<file path="src/sccs_pkg.sv">
package sccs_pkg;

  // counter and modulus widths
  localparam int CNT_W  = 16;
  localparam int MOD_W  = CNT_W + 1;
  localparam int STEP_W = $clog2(MOD_W + 1);

  // full-range modulus, selected by register values 0 and 1
  localparam logic [MOD_W-1:0] MOD_FULL = {1'b1, {CNT_W{1'b0}}};

  // op codes
  localparam logic OP_OBSERVE = 1'b0;
  localparam logic OP_CLEAR   = 1'b1;

  // classification codes
  localparam logic [2:0] KIND_INITIAL      = 3'd0;
  localparam logic [2:0] KIND_RESTART      = 3'd1;
  localparam logic [2:0] KIND_DUPLICATE    = 3'd2;
  localparam logic [2:0] KIND_CONTINUOUS   = 3'd3;
  localparam logic [2:0] KIND_WRAP         = 3'd4;
  localparam logic [2:0] KIND_GAP          = 3'd5;
  localparam logic [2:0] KIND_OUT_OF_ORDER = 3'd6;

  // request into the shared remainder unit
  typedef struct packed {
    logic             start;
    logic [MOD_W-1:0] dividend;
    logic [MOD_W-1:0] divisor;
  } rem_req_t;

  // status back from the remainder unit
  typedef struct packed {
    logic             busy;
    logic             done;
    logic [MOD_W-1:0] rem;
  } rem_rsp_t;

endpackage

</file>
<file path="src/sccs_rem_unit.sv">
module sccs_rem_unit
  import sccs_pkg::*;
(
  input  logic     clk,
  input  logic     rst_n,
  input  rem_req_t req,
  output rem_rsp_t rsp
);

  logic [MOD_W-1:0]  quo_r, quo_nxt;
  logic [MOD_W-1:0]  rem_r, rem_nxt;
  logic [MOD_W-1:0]  div_r, div_nxt;
  logic [STEP_W-1:0] cnt_r, cnt_nxt;
  logic              busy_r, busy_nxt;
  logic              done_r, done_nxt;

  logic [MOD_W:0]    partial;
  logic [MOD_W:0]    diff;
  logic              ge;

  // one restoring step: bring in the next dividend bit, subtract if it fits
  assign partial = {rem_r, quo_r[MOD_W-1]};
  assign diff    = partial - {1'b0, div_r};
  assign ge      = partial >= {1'b0, div_r};

  always_comb begin
    quo_nxt  = quo_r;
    rem_nxt  = rem_r;
    div_nxt  = div_r;
    cnt_nxt  = cnt_r;
    busy_nxt = busy_r;
    done_nxt = 1'b0;
    if (busy_r) begin
      quo_nxt = {quo_r[MOD_W-2:0], 1'b0};
      rem_nxt = ge ? diff[MOD_W-1:0] : partial[MOD_W-1:0];
      cnt_nxt = cnt_r - 1'b1;
      if (cnt_r == STEP_W'(1)) begin
        busy_nxt = 1'b0;
        done_nxt = 1'b1;
      end
    end else if (req.start) begin
      quo_nxt  = req.dividend;
      rem_nxt  = '0;
      div_nxt  = req.divisor;
      cnt_nxt  = STEP_W'(MOD_W);
      busy_nxt = 1'b1;
    end
  end

  // control state
  always_ff @(posedge clk) begin
    if (!rst_n) begin
      busy_r <= 1'b0;
      done_r <= 1'b0;
      cnt_r  <= '0;
    end else begin
      busy_r <= busy_nxt;
      done_r <= done_nxt;
      cnt_r  <= cnt_nxt;
    end
  end

  // datapath
  always_ff @(posedge clk) begin
    quo_r <= quo_nxt;
    rem_r <= rem_nxt;
    div_r <= div_nxt;
  end

  assign rsp.busy = busy_r;
  assign rsp.done = done_r;
  assign rsp.rem  = rem_r;

endmodule

</file>
<file path="src/sample_counter_sequence_checker_top.sv">
// Observe request: the result is loaded into the output register from the push step,
// and the next request is accepted only after that load, once the sequencer is idle.
// The result comes from two 17-step passes of the one shared remainder unit:
// modular distance to the expected value, then the successor of the value.
// A clear request gives no result.
// Synchronous active-low reset: history forgotten, modulus register 0 (full range).
module sample_counter_sequence_checker_top
  import sccs_pkg::*;
(
  input  logic             clk,
  input  logic             rst_n,
  // configuration
  input  logic             cfg_wr_en,
  input  logic [CNT_W-1:0] cfg_wr_data,
  // request channel
  input  logic             in_valid,
  output logic             in_stall,
  input  logic             in_op,
  input  logic [CNT_W-1:0] in_actual,
  input  logic             in_restart_hint,
  // result channel
  output logic             out_valid,
  input  logic             out_stall,
  output logic [2:0]       out_kind,
  output logic [CNT_W-1:0] out_observed,
  output logic [CNT_W-1:0] out_previous,
  output logic             out_previous_valid,
  output logic [CNT_W-1:0] out_expected,
  output logic             out_expected_valid,
  output logic [CNT_W-1:0] out_missing_count,
  output logic             out_anomaly
);

  localparam logic [1:0] S_IDLE = 2'd0;
  localparam logic [1:0] S_DIFF = 2'd1;
  localparam logic [1:0] S_SUCC = 2'd2;
  localparam logic [1:0] S_PUSH = 2'd3;

  logic [1:0]       state_r, state_nxt;
  logic [CNT_W-1:0] cfg_r;
  logic             hist_r, hist_nxt;
  logic [CNT_W-1:0] last_r, last_nxt;
  logic [CNT_W-1:0] exp_r, exp_nxt;
  logic [CNT_W-1:0] act_r;
  logic             hint_r;
  logic [MOD_W-1:0] dist_r;
  logic             act_gt_r;
  logic [CNT_W-1:0] succ_r;

  logic             out_valid_r, out_valid_nxt;
  logic [2:0]       kind_r;
  logic [CNT_W-1:0] observed_r, previous_r, expected_r, missing_r;
  logic             previous_valid_r, expected_valid_r, anomaly_r;

  logic             in_acc;
  logic             out_free;
  logic             push;
  logic [MOD_W-1:0] modulus;
  logic [CNT_W-1:0] abs_diff;
  rem_req_t         rem_req;
  rem_rsp_t         rem_rsp;

  logic [MOD_W-1:0] r_back;
  logic [MOD_W-1:0] f_dist, b_dist;
  logic [2:0]       kind_c;
  logic [CNT_W-1:0] miss_c;
  logic             anomaly_c;

  assign in_stall = (state_r != S_IDLE);
  assign in_acc   = in_valid && !in_stall;
  assign out_free = !out_valid_r || !out_stall;
  assign push     = (state_r == S_PUSH) && out_free;

  // effective modulus
  assign modulus = (cfg_r > CNT_W'(1)) ? {1'b0, cfg_r} : MOD_FULL;

  // distance between observed and expected, before reduction
  assign abs_diff = (in_actual > exp_r) ? (in_actual - exp_r) : (exp_r - in_actual);

  // shared remainder unit: distance first, then successor
  always_comb begin
    rem_req.divisor = modulus;
    if (state_r == S_IDLE) begin
      rem_req.start    = in_acc && (in_op == OP_OBSERVE);
      rem_req.dividend = {1'b0, abs_diff};
    end else begin
      rem_req.start    = (state_r == S_DIFF) && rem_rsp.done;
      rem_req.dividend = {1'b0, act_r} + MOD_W'(1);
    end
  end

  sccs_rem_unit u_rem (
    .clk   (clk),
    .rst_n (rst_n),
    .req   (rem_req),
    .rsp   (rem_rsp)
  );

  // forward and backward modular distances from the reduced difference
  assign r_back = (dist_r == '0) ? '0 : (modulus - dist_r);
  assign f_dist = act_gt_r ? dist_r : r_back;
  assign b_dist = act_gt_r ? r_back : dist_r;

  // classification
  always_comb begin
    miss_c = '0;
    priority if (hist_r && hint_r) begin
      kind_c = KIND_RESTART;
    end else if (!hist_r) begin
      kind_c = KIND_INITIAL;
    end else if (act_r == last_r) begin
      kind_c = KIND_DUPLICATE;
    end else if (act_r == exp_r) begin
      kind_c = (act_r < last_r) ? KIND_WRAP : KIND_CONTINUOUS;
    end else if ((f_dist != '0) && (f_dist < b_dist)) begin
      kind_c = KIND_GAP;
      miss_c = f_dist[CNT_W-1:0];
    end else begin
      kind_c = KIND_OUT_OF_ORDER;
    end
  end

  assign anomaly_c = (kind_c == KIND_GAP) || (kind_c == KIND_DUPLICATE) ||
                     (kind_c == KIND_OUT_OF_ORDER);

  // sequencer
  always_comb begin
    state_nxt = state_r;
    unique case (state_r)
      S_IDLE: begin
        if (in_acc && (in_op == OP_OBSERVE)) state_nxt = S_DIFF;
      end
      S_DIFF: begin
        if (rem_rsp.done) state_nxt = S_SUCC;
      end
      S_SUCC: begin
        if (rem_rsp.done) state_nxt = S_PUSH;
      end
      S_PUSH: begin
        if (out_free) state_nxt = S_IDLE;
      end
      default: state_nxt = S_IDLE;
    endcase
  end

  // history update: clear request or pushed observation that is not a duplicate
  always_comb begin
    hist_nxt = hist_r;
    last_nxt = last_r;
    exp_nxt  = exp_r;
    if (in_acc && (in_op == OP_CLEAR)) begin
      hist_nxt = 1'b0;
      last_nxt = '0;
      exp_nxt  = '0;
    end else if (push && (kind_c != KIND_DUPLICATE)) begin
      hist_nxt = 1'b1;
      last_nxt = act_r;
      exp_nxt  = succ_r;
    end
  end

  // output register handshake
  always_comb begin
    out_valid_nxt = out_valid_r;
    if (push) begin
      out_valid_nxt = 1'b1;
    end else if (out_valid_r && !out_stall) begin
      out_valid_nxt = 1'b0;
    end
  end

  // control state
  always_ff @(posedge clk) begin
    if (!rst_n) begin
      state_r     <= S_IDLE;
      cfg_r       <= '0;
      hist_r      <= 1'b0;
      last_r      <= '0;
      exp_r       <= '0;
      out_valid_r <= 1'b0;
    end else begin
      state_r     <= state_nxt;
      hist_r      <= hist_nxt;
      last_r      <= last_nxt;
      exp_r       <= exp_nxt;
      out_valid_r <= out_valid_nxt;
      if (cfg_wr_en) cfg_r <= cfg_wr_data;
    end
  end

  // captured request and intermediate results
  always_ff @(posedge clk) begin
    if (in_acc) begin
      act_r    <= in_actual;
      hint_r   <= in_restart_hint;
      act_gt_r <= in_actual > exp_r;
    end
    if ((state_r == S_DIFF) && rem_rsp.done) dist_r <= rem_rsp.rem;
    if ((state_r == S_SUCC) && rem_rsp.done) succ_r <= rem_rsp.rem[CNT_W-1:0];
  end

  // result payload
  always_ff @(posedge clk) begin
    if (push) begin
      kind_r           <= kind_c;
      observed_r       <= act_r;
      previous_r       <= hist_r ? last_r : '0;
      previous_valid_r <= hist_r;
      expected_r       <= (hist_r && !hint_r) ? exp_r : '0;
      expected_valid_r <= hist_r && !hint_r;
      missing_r        <= miss_c;
      anomaly_r        <= anomaly_c;
    end
  end

  assign out_valid          = out_valid_r;
  assign out_kind           = kind_r;
  assign out_observed       = observed_r;
  assign out_previous       = previous_r;
  assign out_previous_valid = previous_valid_r;
  assign out_expected       = expected_r;
  assign out_expected_valid = expected_valid_r;
  assign out_missing_count  = missing_r;
  assign out_anomaly        = anomaly_r;

  // a result only appears from the push step
  a_push_source: assert property (@(posedge clk) disable iff (!rst_n)
    $rose(out_valid_r) |-> $past(state_r == S_PUSH))
    else $error("result raised outside push step");

  // remainder unit only runs while requests are held off
  a_rem_busy_stall: assert property (@(posedge clk) disable iff (!rst_n)
    rem_rsp.busy |-> in_stall)
    else $error("remainder unit busy while idle");

  // a gap always reports a nonzero missing count
  a_gap_count: assert property (@(posedge clk) disable iff (!rst_n)
    (out_valid_r && (kind_r == KIND_GAP)) |-> (missing_r != '0))
    else $error("gap with zero missing count");

  // missing count only for gaps
  a_miss_only_gap: assert property (@(posedge clk) disable iff (!rst_n)
    (out_valid_r && (kind_r != KIND_GAP)) |-> (missing_r == '0))
    else $error("missing count on non-gap result");

endmodule
</file>
<file path="config.mk">
export PLATFORM = sky130hd
export DESIGN_NAME = sample_counter_sequence_checker_top
export DESIGN_NICKNAME = d
export VERILOG_FILES = /design/src/sccs_pkg.sv /design/src/sccs_rem_unit.sv /design/src/sample_counter_sequence_checker_top.sv
export SDC_FILE = /design/constraint.sdc
export NUM_CORES = 1
export LEC_CHECK = 0
export BUFFER_PORTS_ARGS = -buffer_cell sky130_fd_sc_hd__buf_2
export CAP_MARGIN = 10
export CORE_ASPECT_RATIO = 2
export CORE_MARGIN = 2
export CORE_UTILIZATION = 50
export CTS_CLUSTER_SIZE = 28
export DETAILED_ROUTE_END_ITERATION = 8
export GPL_TIMING_DRIVEN = 0
export PLACE_DENSITY = 0.68
export SETUP_SLACK_MARGIN = 0.15
export SLEW_MARGIN = 20
export SYNTH_ARGS = -nofsm -noshare
export SYNTH_HDL_FRONTEND = slang
export SYNTH_HIERARCHICAL = 1
export SYNTH_SLANG_ARGS = --single-unit
</file>
<file path="constraint.sdc">
create_clock -name clk -period 22.6 [get_ports clk]
set_input_delay 4.52 -clock clk [delete_from_list [all_inputs] [get_ports clk]]
set_output_delay 4.52 -clock clk [all_outputs]
set_load 0.005 [all_outputs]
</file>
==> flow_metrics.env <==
export IMPL_max_stage_delay_ps=530
export IMPL_tightest_slew_ps=1063
export IMPL_vdd_drop_max_uv=67.72
export IMPL_grt_pass1_vias=11227
export IMPL_grt_first_pass_wirelength_um=60830
export IMPL_cpMaxStageDelayCell="a32oi_1"
export IMPL_outcome="completed"
export IMPL_area_delta_synth_final_pct=12.25
export IMPL_cts_htree_levels=1
export IMPL_fmax_mhz=124.2
export IMPL_vias_per_cell=5.785
export IMPL_switchingPower_uw=455.5
export IMPL_die_area_um2=29270
export IMPL_endpoint_kind="register"
export IMPL_hp_class="reg2reg"
export IMPL_path_class="in2reg"
export IMPL_fin_skew_ps=23.25
export IMPL_clockPowerShare_pct=25.5
export IMPL_gp_congestion=0.9538
export IMPL_crit_arrival_ps=8300
export IMPL_r2r_start="cfg_r[12]"
export IMPL_wl_per_cell_um=21.11
export IMPL_maxCapViolations=0
export IMPL_num_antenna_cells=0
export IMPL_path_buf_inv=5
export IMPL_final_util_pct=56.94
export IMPL_port_buffers=109
export IMPL_grt_max_degree=36
export IMPL_nNetsFinal=1684
export IMPL_fill_cells=2489
export IMPL_finalCritPeriodShare_pct=35.63
export IMPL_drive_gt1_share_pct=13.86
export IMPL_max_slew_margin_pct=28.40
export IMPL_cts_root_buf="clkbuf_16"
export IMPL_critical_path_depth=17
export IMPL_numCtsBuffers=21
export IMPL_power_per_cell_area_nw_per_um2=83.54
export IMPL_p_total_uw=1305
export IMPL_slew_violations=0
export IMPL_cts_sinks=231
export IMPL_rsz0062_at_grt="false"
export IMPL_io_pins=111
export IMPL_grt_antenna_before_repair=0
export IMPL_tritoncts="yes"
export IMPL_placementRows=86
export IMPL_cts_path_max_buffers=3
export IMPL_clk_pin_slew_ps=70
export IMPL_rrSetupSlack_ps=17150
export IMPL_power_leakage_uw=0.006039
export IMPL_gr_usage_all_layers_pct=27.79
export IMPL_fin_crit_ps=8052
export IMPL_ant_nets=0
export IMPL_drt_pass1_iter_count=5
export IMPL_startpoint="in_actual[12]"
export IMPL_p_int_uw=849.7
export IMPL_dpl_hpwl_um=32480
export IMPL_p_comb_share_pct=31.6
export IMPL_cp_max_fo=10
export IMPL_dr_first_iter_drc_count=646
export IMPL_path_delay_family="compound AO/OA/AOI/OAI gates"
export IMPL_post_cts_resized=0
export IMPL_cp_required_ps=22840
export IMPL_switching_share_pct=34.90
export IMPL_route_detailed_drc=0
export IMPL_setup_viol=0
export IMPL_crit_chain="buf_2 > inv_1 > ha_1 > buf_2 > a21o_1 > a211oi_1 > o221ai_1 > a32oi_1 > buf_4 > buf_6 > o21ai_0 > o211a_1 > a211o_1 > xnor2_1 > mux2i_1 > nand2_1 > o21ai_0"
export IMPL_clkLatencyLatePin_ps=520
export IMPL_syn_inst=1402
export IMPL_post_cts_buffers=0
export IMPL_r2r_cells=22
export IMPL_grt_ovfl_total=0
export IMPL_sequentialPowerShare_pct=42.9
export IMPL_crit_end="u_rem/quo_r[15]"
export IMPL_coreArea_um2=27440
export IMPL_die_w_um=122.0
export IMPL_die_h_um=240.0
export IMPL_yosysWarnings=6
export IMPL_synth_nets=1549
export IMPL_finalSetupTns_ps=0
export IMPL_drt_total_wl_um=40170
export IMPL_r2r_end="out_missing_count[15]"
export IMPL_initial_core_util_pct=50.73
export IMPL_syn_avg_cell_area_um2=9.927
export IMPL_hold_buffers=0
export IMPL_num_vias=11009
export IMPL_syn_area_um2=13920
export IMPL_hold_violations=0
export IMPL_start_kind="input port"
cells in the final DEF (no fill, tap or decap), types with 18 or more instances in the layout:
cell,n
a21o_1,22
a21oi_1,111
and2_1,29
buf_2,122
clkbuf_1,51
clkbuf_16,21
dfxtp_1,60
edfxtp_1,171
ha_1,104
inv_1,104
mux2i_1,34
nand2_1,148
nand3_1,31
nand4_1,18
nor2_1,74
nor2b_1,45
nor3_1,18
o21ai_0,45
xnor2_1,22
xor2_1,41
worst min path at each step:
stage                          from          to  slack (ps)  cells past startpoint
floorplan           u_rem/rem_r[16]  dist_r[16]         440                      0
global placement         last_r[12]  last_r[12]         450                      2
detailed placement        last_r[4]   last_r[4]         460                      2
CTS                       last_r[4]   last_r[4]         470                      2
global route              last_r[4]   last_r[4]         480                      2
finish                    last_r[4]   last_r[4]         470                      2
worst register-to-register path: cells and delay by family (launching register included):
family	cells	cell delay, ps
adders and majority gates	3	880
and+or+nand+nor	6	1470
AOI/OAI and AO/OA	10	2080
xor gates and xnor gates	1	260
buffers and inverters	2	300
DFF	1	320
through the flow:
stage / cell area [um2] / setup WS (ps) / instances / hold WS, ps
after floorplan: 13920 / 11500 / 1402 / 441.2
after global placement: 14900 / 8246 / 1863 / 452.0
after detailed placement: 15000 / 14140 / 1866 / 456.4
after CTS: 15620 / 14640 / 1903 / 465.8
after global routing: 15620 / 14510 / 1903 / 481.4
final: 15620 / 14550 / 1903 / 465.6
final cells by class:
type | instances | area, um2 | area share, %
plain buffers | 75 | 375.4 | 2.403
clock buffers | 29 | 565.5 | 3.620
clock inverters | 8 | 51.30 | 0.3283
inverters | 106 | 397.9 | 2.547
multi-input cells | 990 | 6829 | 43.71
flip-flops and latches | 231 | 6336 | 40.55
well taps | 352 | 440.4 | 2.819
repair buffers | 112 | 628.1 | 4.020
flip-flops by register name (all words and copies together), names as in the netlist, 2 cells and up:
register and count:
act_r 16, cfg_r 16, dist_r 17, exp_r 16, last_r 16, out_expected 16, out_kind 3, out_missing_count 16
out_observed 16, out_previous 16, state_r 2, succ_r 16, u_rem/cnt_r 5, u_rem/div_r 17, u_rem/quo_r 17, u_rem/rem_r 17
power groups by stage:
| stage | sequential [uW] | combinational [uW] | clock [uW] |
|---|---|---|---|
| final | 560 | 412 | 333 |
| after global routing | 565 | 452 | 354 |
| after CTS | 560 | 408 | 338 |
| after detailed placement | 569 | 405 | 0 |
| after global placement | 570 | 397 | 0 |
| after floorplan | 550 | 295 | 0 |
per-layer routing:
metal  global-route usage (%)  vias up  part of all wire (%)
met1                    24.56     5240                    31
li1                         -     5298                     -
met3                    2.419      146                   3.1
met4                    21.66        0                   9.1
met5                        0        -                     0
met2                    55.09      325                    57
No activity file was read; power rests on OpenSTA's default activity.
